===== src/rtl/core/lpcf_pkg.sv =====
// ----------------------------------------------------------------------------
// lpcf_pkg
// Shared constants and types for the local peak clip filter.
// ----------------------------------------------------------------------------
package lpcf_pkg;

    localparam int MAX_WIDTH  = 1024;
    localparam int PIX_BITS   = 16;
    localparam int FW_BITS    = 11;
    localparam int COL_BITS   = (MAX_WIDTH > 1) ? $clog2(MAX_WIDTH) : 1;
    localparam int CMP_BITS   = (COL_BITS + 1 > FW_BITS) ? COL_BITS + 1 : FW_BITS;
    localparam logic [FW_BITS-1:0] FW_RESET = FW_BITS'(1024);

    // word commands
    localparam logic CMD_PIXEL = 1'b0;
    localparam logic CMD_FLUSH = 1'b1;

    // access to the two line stores for one word
    typedef struct packed {
        logic                rd_en;
        logic [COL_BITS-1:0] rd_addr;
        logic                wr_en;
        logic [COL_BITS-1:0] wr_addr;
        logic                wr_sel;     // 0: store a, 1: store b
        logic [PIX_BITS-1:0] wr_data;
    } t_mem_req;

    // one pixel handed to the compare stage
    typedef struct packed {
        logic [PIX_BITS-1:0] v;
        logic [PIX_BITS-1:0] up;
        logic [PIX_BITS-1:0] pix;
        logic [PIX_BITS-1:0] left;
        logic                has_up;
        logic                has_below;
        logic                has_left;
        logic                has_right;
        logic                prev_sel;   // selects the centre row: 1 for store a, 0 for store b
        logic                frame_last;
    } t_tap;

endpackage


===== src/rtl/core/lpcf_peak_unit.sv =====
// ----------------------------------------------------------------------------
// lpcf_peak_unit
// Compare stage and output register: peak test against the present
// neighbours, clipping to their maximum.
// ----------------------------------------------------------------------------
module lpcf_peak_unit (
    input  logic                          i_clk,
    input  logic                          i_rst_n,
    input  logic                          i_load,
    input  lpcf_pkg::t_tap                i_tap,
    input  logic [lpcf_pkg::PIX_BITS-1:0] i_rd_a,
    input  logic [lpcf_pkg::PIX_BITS-1:0] i_rd_b,
    output logic                          o_s1_ready,
    output logic                          o_out_valid,
    input  logic                          i_out_ready,
    output logic [lpcf_pkg::PIX_BITS-1:0] o_pixel_out,
    output logic                          o_was_clipped,
    output logic                          o_frame_last
);

    lpcf_pkg::t_tap                r_s1;
    logic                          r_s1_v;
    logic                          r_out_v;
    logic [lpcf_pkg::PIX_BITS-1:0] r_pix_out;
    logic                          r_clip;
    logic                          r_last;

    logic                          out_load;
    logic [lpcf_pkg::PIX_BITS-1:0] right;
    logic [lpcf_pkg::PIX_BITS-1:0] nb  [4];
    logic                          has [4];
    logic                          peak;
    logic [lpcf_pkg::PIX_BITS-1:0] mx;

    assign out_load   = r_s1_v && (!r_out_v || i_out_ready);
    assign o_s1_ready = !r_s1_v || out_load;

    // right neighbour arrives from the read issued with this word
    assign right = r_s1.prev_sel ? i_rd_a : i_rd_b;

    always_comb begin
        nb[0]  = r_s1.up;
        nb[1]  = r_s1.pix;
        nb[2]  = r_s1.left;
        nb[3]  = right;
        has[0] = r_s1.has_up;
        has[1] = r_s1.has_below;
        has[2] = r_s1.has_left;
        has[3] = r_s1.has_right;
        peak   = 1'b1;
        mx     = '0;
        for (int i = 0; i < 4; i++) begin
            if (has[i]) begin
                if (r_s1.v > nb[i]) begin
                    if (nb[i] > mx) begin
                        mx = nb[i];
                    end
                end else begin
                    peak = 1'b0;
                end
            end
        end
    end

    always_ff @(posedge i_clk) begin
        if (!i_rst_n) begin
            r_s1_v  <= 1'b0;
            r_out_v <= 1'b0;
        end else begin
            if (i_load) begin
                r_s1_v <= 1'b1;
            end else if (out_load) begin
                r_s1_v <= 1'b0;
            end
            if (out_load) begin
                r_out_v <= 1'b1;
            end else if (i_out_ready) begin
                r_out_v <= 1'b0;
            end
        end
    end

    always_ff @(posedge i_clk) begin
        if (i_load) begin
            r_s1 <= i_tap;
        end
        if (out_load) begin
            r_pix_out <= peak ? mx : r_s1.v;
            r_clip    <= peak;
            r_last    <= r_s1.frame_last;
        end
    end

    assign o_out_valid   = r_out_v;
    assign o_pixel_out   = r_pix_out;
    assign o_was_clipped = r_clip;
    assign o_frame_last  = r_last;

    a_load_when_free: assert property (@(posedge i_clk) disable iff (!i_rst_n)
        i_load |-> o_s1_ready)
        else $error("compare stage overwritten");

    a_s1_holds: assert property (@(posedge i_clk) disable iff (!i_rst_n)
        (r_s1_v && !out_load) |=> r_s1_v)
        else $error("compare stage dropped a word");

    a_out_filled: assert property (@(posedge i_clk) disable iff (!i_rst_n)
        out_load |=> r_out_v)
        else $error("result not registered");

endmodule

===== config.mk =====
export PLATFORM = sky130hd
export DESIGN_NAME = lpcf_peak_unit
export DESIGN_NICKNAME = d
export VERILOG_FILES = /design/src/rtl/core/lpcf_pkg.sv /design/src/rtl/core/lpcf_peak_unit.sv
export SDC_FILE = /design/constraint.sdc
export NUM_CORES = 1
export LEC_CHECK = 0
export BUFFER_PORTS_ARGS = -buffer_cell sky130_fd_sc_hd__buf_2
export CAP_MARGIN = 5
export CORE_MARGIN = 2
export CORE_UTILIZATION = 56
export DETAILED_ROUTE_END_ITERATION = 12
export HOLD_SLACK_MARGIN = 0.06
export PLACE_DENSITY = 0.92
export SLEW_MARGIN = 15
export SYNTH_ARGS = -nofsm -noshare
export SYNTH_HDL_FRONTEND = slang
export SYNTH_SLANG_ARGS = --single-unit

===== constraint.sdc =====
create_clock -name i_clk -period 16.33 [get_ports i_clk]
set_input_delay 0 -clock i_clk [delete_from_list [all_inputs] [get_ports i_clk]]
set_output_delay 0 -clock i_clk [all_outputs]
set_load 0.1 [all_outputs]

==> impl_metrics.py, run 1 <==
metrics = {
    "floorplanning": {
        "design.core.area_sq_mm": 0.01211,
        "fp.dieW_um": 115.8,
        "io_pins": 126,
        "start_util_pct": 57.78,
        "rows": 40,
        "dieArea_sq_mm": 0.01341,
        "dieHeight_um": 115.8,
    },
    "cells_and_area": {
        "antenna_cells": 0,
        "drive_above_1_share_pct": 20.07,
        "fin_area_sq_mm": 0.008751,
        "fin_cells": 1025,
        "area_delta_synth_final_pct": 25.05,
        "nNetsFinal": 1070,
    },
    "sta": {
        "timing.final.crit_share_pct": 61.14,
        "clock.fmax_mhz": 100.2,
        "report.final.slew_viol_count": 0,
        "fin_worst_skew_ns": 0.01285,
        "setup_tns_ns": 0,
        "slew_headroom_pct": 23.70,
        "rsz0062_at_grt": "false",
        "setup_viol": 0,
        "holdWs_ns": 0.3105,
        "tightest_slew_ns": 1.138,
        "fin_crit_ns": 9.984,
        "finalHoldViolCount": 0,
    },
    "placement": {
        "place_area_sq_mm": 0.007734,
        "place_hpwl_um": 14180,
        "place_congestion": 1.017,
        "io_buffers": 125,
        "dp.cells": 936,
    },
    "cts": {
        "htreeDepth": 3,
        "cts_buffers": 9,
        "cts_buffer_depth": 2,
        "cts_tree": "built",
        "clockRootBuffer": "clkbuf_16",
        "postCtsSetupRepairBufs": 0,
        "clock_latency_ns": 0.35,
        "clock-sinks": 90,
        "clkTransAtPathRegs_ns": 0.07,
    },
    "global_routing": {
        "grt_usage_pct": 30.59,
        "grt_max_degree": 72,
        "grt_pass1_vias": 6182,
        "grt_pass1_wl_um": 31130,
        "antenna_found_initial": 0,
        "grt_overflow": 0,
    },
    "routing": {
        "drt_iter0_drc": 596,
        "first_pass_iters": 5,
        "drc": 0,
        "wl_per_cell_um": 19.20,
        "antenna_left": 0,
        "vias_per_cell": 6.201,
        "drt_wl_total_um": 19680,
        "num_vias": 6356,
    },
    "synth": {
        "yosysTopAreaCellShare_pct": 37.76,
        "synth.ff_latch_count": 90,
        "async_flop_share_pct": 0,
        "synth_most_common_cell": "ha_1",
        "synth-edff-count": 88,
        "syn-num-nets": 879,
        "synth_top_area_cell": "edfxtp_1",
        "synth_seq_area_share_pct": 38.33,
        "yosysWarnings": 0,
        "netlist_area_sq_mm": 0.006998,
        "synth_area_leaders": "edfxtp_1 (38%), ha_1 (20%), a21oi_1 (5.4%)",
        "synth_cell_types": 58,
        "yosys-top-cells-count": "ha_1 (112), edfxtp_1 (88), a21oi_1 (76), inv_1 (68), mux2i_1 (32)",
        "synth_flop_cell": "edfxtp_1",
        "syn_inst": 661,
        "syn_area_per_cell_sq_um": 10.59,
    },
    "power_and_ir_drop": {
        "peakVddDrop_v": 0.00007871,
        "leakage_uw": 0.003756,
        "powerDensity_mw_per_mm2": 91.21,
    },
    "setup_path": {
        "cp.required_ns": 16.51,
        "start_kind": "register",
        "endpoint_kind": "register",
        "critPathKind": "reg -> reg",
        "crit_top_cell": "ha_1",
        "cp.arrival_ns": 10.17,
        "worst_path_max_delay_cell": "nor3b_2",
        "cp_max_fo": 32,
        "ff2ff_path_depth": 29,
        "slowest_delay_ns": 0.83,
    },
    "job": {
        "max_cap_violations": 0,
    },
    "min_path": {
        "holdPathStages": 5,
        "hp-class": "in -> reg",
    },
    "outcome": {
        "status": "finished clean",
    },
}
per-layer routing:
layer  vias to the layer above  wire length (um)  GRT usage, %
met5                         -                 0             0
li1                       2967                 -             -
met3                        56              1780         4.184
met2                       380              9471         51.97
met4                         0               727         14.52
met1                      2953              7696         38.77
report_power, final:
part           internal (uW)  switching [uW]  total, uW
clock                    118            92.2        211
combinational            112             173        286
sequential               278            24.0        302
total                    509             290        798
cell families after synthesis:
kind of cell	share of synthesized area (%)
AOI/OAI and AO/OA	21.26
adders and majority gates	20.02
buffers and inverters	5.703
DFF	38.33
muxes	4.577
and+or+nand+nor	10.10
registers in the layout, indices dropped and copies added (netlist names):
register / flops
has: 4
nb: 48
o_frame_last: 1
o_out_valid: 1
o_pixel_out: 16
o_was_clipped: 1
r_s1: 18
r_s1_v: 1
what timing repair did:
| item | 4_1_cts | 5_1_grt |
|---|---|---|
| hold buffers | 73 | 0 |
| setup endpoints to repair | 0 | 0 |
| endpoints found under the hold margin | 72 | 0 |
| resized for setup | 0 | 0 |
placed cells by master, fill, tap and decap left out, types with 2 or more instances in the layout:
cell,instances
a21oi_2,2
o311ai_0,14
nand4_1,25
o21ai_1,16
o31ai_1,2
o21ai_0,11
o31a_1,2
dfxtp_1,2
o31ai_2,3
a211oi_1,5
inv_1,68
edfxtp_1,88
nor4_1,9
nand2_1,25
a21oi_1,76
clkinv_1,2
o2bb2ai_1,4
o21a_1,9
a211oi_2,14
dlygate4sd3_1,73
or3_1,3
or4_1,3
mux2i_1,32
nor3_1,19
nor2_1,10
a21o_1,19
clkbuf_1,2
ha_1,112
nor2b_1,10
nand3_1,5
buf_2,125
buf_4,5
clkbuf_16,9
and3b_1,2
o311a_1,2
o211ai_1,23
through the flow:
stage / setup slack [ns] / power [uW] / utilization [%]
after floorplan: 8.636 / 499.8 / -
after global placement: 6.839 / 558.8 / 63.85
after detailed placement: 6.480 / 569.7 / 63.85
after CTS: 6.435 / 788.6 / 72.25
after global routing: 5.806 / 839.1 / 72.25
final: 6.346 / 798.2 / 72.25
worst paths after layout:
path         startpoint               to  slack (ns)
min          i_rd_b[14]  o_pixel_out[14]        0.31
max reg2reg    r_s1[65]   o_pixel_out[7]        6.35
min reg2reg     r_s1[0]     o_frame_last        0.42
max            r_s1[65]   o_pixel_out[7]        6.35
area by class of cell:
class,count,area [sq um]
multi-input combinational,480,3923
fill,862,3361
sequential,90,2683
timing repair buffer,203,1394
inverter,68,255.2
clock buffer,11,232.7
tap,168,210.2
clock inverter,5,53.80
worst max-delay path, delay by kind of cell, from the launching register on:
kind,cells,cell delay [ns]
AND/OR/NAND/NOR,13,4.47
AO/OA/AOI/OAI,10,2.56
adder cells (fa/ha/maj),4,1.45
buffers and inverters,2,0.74
flip-flops,1,0.54
Power figures use the tool's default switching activity.
==> run 2: changes to the inputs <==
Settings changed: ABC_AREA set to 1, CORE_UTILIZATION 56 to 52, PLACE_DENSITY 0.92 to 0.9.
Clock period 16.33 ns to 8.6 ns, I/O delays scaled along.
==> run 2 against run 1 <==
Effect of this change: setup slack worse by 5.7 ns; global-route usage down 5.5 points; sequential power up 87%; synthesized area increased by 0.23%; combinational power up 88%; flip-flop and latch count is the same; first-iteration DRC count is 17% lower; core utilization decreased by 5.8 points; highest routed layer unchanged.
==> impl_metrics.py, run 2 <==
metrics = {
    "synth": {
        "synth_seq_area_share_pct": 38.24,
        "synth_most_common_cell": "nand2_1",
        "synth_xor_area_share_pct": 0,
        "yosys-top-cells-count": "nand2_1 (227), inv_1 (130), ha_1 (112), edfxtp_1 (88), nand3_1 (60)",
        "yosysWarnings": 0,
        "synth-edff-count": 88,
        "synth_cell_types": 32,
        "synth.ff_latch_count": 90,
        "netlist_area_sq_mm": 0.007014,
        "synth_top_area_cell": "edfxtp_1",
        "synth_fa_ha_area_share_pct": 19.98,
        "syn-num-nets": 1068,
        "synth_area_leaders": "edfxtp_1 (38%), ha_1 (20%), nand2_1 (12%)",
        "syn_inst": 850,
        "synth_flop_cell": "edfxtp_1",
        "synth-compound-area-share_pct": 7.920,
        "yosysTopAreaCellShare_pct": 37.67,
        "async_flop_share_pct": 0,
        "muxShareOfSynthArea_pct": 0,
        "synth_top_family_by_area": "simple AND/OR/NAND/NOR gates",
        "syn_area_per_cell_sq_um": 8.252,
        "synth-simple-area-share_pct": 24.97,
    },
    "cells_and_area": {
        "mostFrequentLayoutCell": "nand2_1",
        "drive_above_1_share_pct": 16.17,
        "fin_area_sq_mm": 0.008770,
        "largest_reg_flops": 48,
        "fin_util_pct": 66.49,
        "area_delta_synth_final_pct": 25.03,
        "antenna_cells": 0,
        "nNetsFinal": 1259,
        "layout_common_cells": "nand2_1 (227), inv_1 (130), buf_2 (125)",
    },
    "routing": {
        "wl_per_cell_um": 14.42,
        "drt_iter0_drc": 495,
        "first_pass_iters": 5,
        "drt_wl_total_um": 17610,
        "antenna_left": 0,
        "num_vias": 6296,
        "drc": 0,
        "vias_per_cell": 5.156,
    },
    "global_routing": {
        "grt_overflow": 0,
        "grt_pass1_vias": 6077,
        "antenna_found_initial": 0,
        "grt_usage_pct": 25.05,
        "grt_pass1_wl_um": 28190,
        "grt_max_degree": 72,
    },
    "sta": {
        "finalWorstSetupSlack_ns": 0.6836,
        "clock.fmax_mhz": 126.3,
        "report.final.slew_viol_count": 0,
        "fin_worst_skew_ns": 0.01024,
        "holdWs_ns": 0.2905,
        "fin_crit_ns": 7.916,
        "rsz0062_at_grt": "false",
        "setup_tns_ns": 0,
        "finalHoldViolCount": 0,
        "timing.final.crit_share_pct": 92.05,
        "tightest_slew_ns": 1.121,
        "slew_headroom_pct": 25.30,
        "setup_viol": 0,
    },
    "floorplanning": {
        "dieArea_sq_mm": 0.01443,
        "dieHeight_um": 120.1,
        "fp.dieW_um": 120.1,
        "start_util_pct": 53.18,
        "io_pins": 126,
        "design.core.area_sq_mm": 0.01319,
        "rows": 42,
    },
    "placement": {
        "place_congestion": 1.018,
        "place_area_sq_mm": 0.007759,
        "io_buffers": 125,
        "place_hpwl_um": 13060,
        "dp_slack_ns": 0.7507,
    },
    "cts": {
        "clockRootBuffer": "clkbuf_16",
        "cts_buffer_depth": 2,
        "cts_buffers": 9,
        "htreeDepth": 3,
        "cts_tree": "built",
        "clock-sinks": 90,
        "clock_latency_ns": 0.36,
        "clkTransAtPathRegs_ns": 0.07,
        "postCtsSetupRepairBufs": 0,
    },
    "setup_path": {
        "crit_top_cell": "nand2_1",
        "cp.required_ns": 8.71,
        "worst_path_max_delay_cell": "edfxtp_1",
        "cp.arrival_ns": 8.03,
        "cp_num_buf_inv": 3,
        "ff2ff_path_depth": 41,
        "critPathKind": "reg -> reg",
        "cp_max_fo": 17,
        "cp_top_family": "simple AND/OR/NAND/NOR gates",
        "cp_num_cells": 41,
        "slowest_delay_ns": 0.58,
        "endpoint_kind": "register",
        "start_kind": "register",
    },
    "min_path": {
        "hp-class": "in -> reg",
        "holdPathStages": 7,
    },
    "job": {
        "max_cap_violations": 0,
    },
    "power_and_ir_drop": {
        "leakage_uw": 0.004493,
        "powerDensity_mw_per_mm2": 169.5,
        "peakVddDrop_v": 0.0002150,
    },
    "outcome": {
        "status": "finished clean",
    },
}
==> run 2: cell types whose count changed in the layout (fill, tap and decap cells not counted), moves of 17 or more <==
| cell | delta |
|---|---|
| nand2_1 | +202 |
| inv_1 | +62 |
| nand3_1 | +55 |
| mux2i_1 | -32 |
| nor2_1 | +30 |
| o211ai_1 | -22 |
| o21ai_0 | +21 |
| a21oi_1 | -20 |
| a21o_1 | -17 |
==> run 2: final timing paths <==
path / from / end / slack [ns]
worst max register to register: r_s1[69] / o_pixel_out[4] / 0.68
worst max-delay path: r_s1[69] / o_pixel_out[4] / 0.68
worst min register to register: r_s1[0] / o_frame_last / 0.42
worst min-delay path: i_rd_b[14] / o_pixel_out[14] / 0.29
==> run 2: final cells by class <==
class,count,area (sq um)
tap,176,220.2
inverter,136,510.5
timing repair buffer,199,1364
sequential,90,2683
multi-input combinational,605,3712
fill,1041,4420
clock inverter,6,55.05
clock buffer,9,225.2
==> run 2: stage by stage <==
| stage | total power, uW | cells |
|---|---|---|
| after floorplan | 949.9 | 850 |
| after global placement | 1054 | 1133 |
| after detailed placement | 1073 | 1133 |
| after CTS | 1483 | 1221 |
| after global routing | 1583 | 1221 |
| final | 1487 | 1221 |
==> run 2: kinds of logic (layout without fill, tap and decap cells) <==
logic type | count (synthesis) | count (layout)
buffers and inverters | 155 | 350
AOI/OAI and AO/OA | 102 | 102
and+or+nand+nor | 391 | 391
DFF | 90 | 90
adders and majority gates | 112 | 112
==> run 2: what timing repair did <==
item                       in CTS  in global routing
resized for setup               0                  1
hold endpoints to repair       72                  0
setup endpoints to repair       0                 12
hold buffers                   73                  0
==> run 2: worst min-delay path, cell delays in order <==
cell,delay (ns)
buf_2,0.07
o21ai_0,0.10
inv_1,0.10
nor3_1,0.06
nor2_1,0.10
nand2_1,0.07
nand2_1,0.05
==> run 2: routing by layer <==
metal | GRT usage, % | part of all wire [%] | vias up
met5 | 0 | 0 | -
met4 | 9.412 | 2.0 | 0
met3 | 4.895 | 7.0 | 39
met2 | 41.97 | 47 | 244
met1 | 32.03 | 44 | 2801
li1 | - | - | 3212
==> run 2: power by group <==
part | internal [uW] | switching, uW | total (uW)
combinational | 200 | 337 | 537
sequential | 527 | 37.1 | 564
clock | 201 | 184 | 385
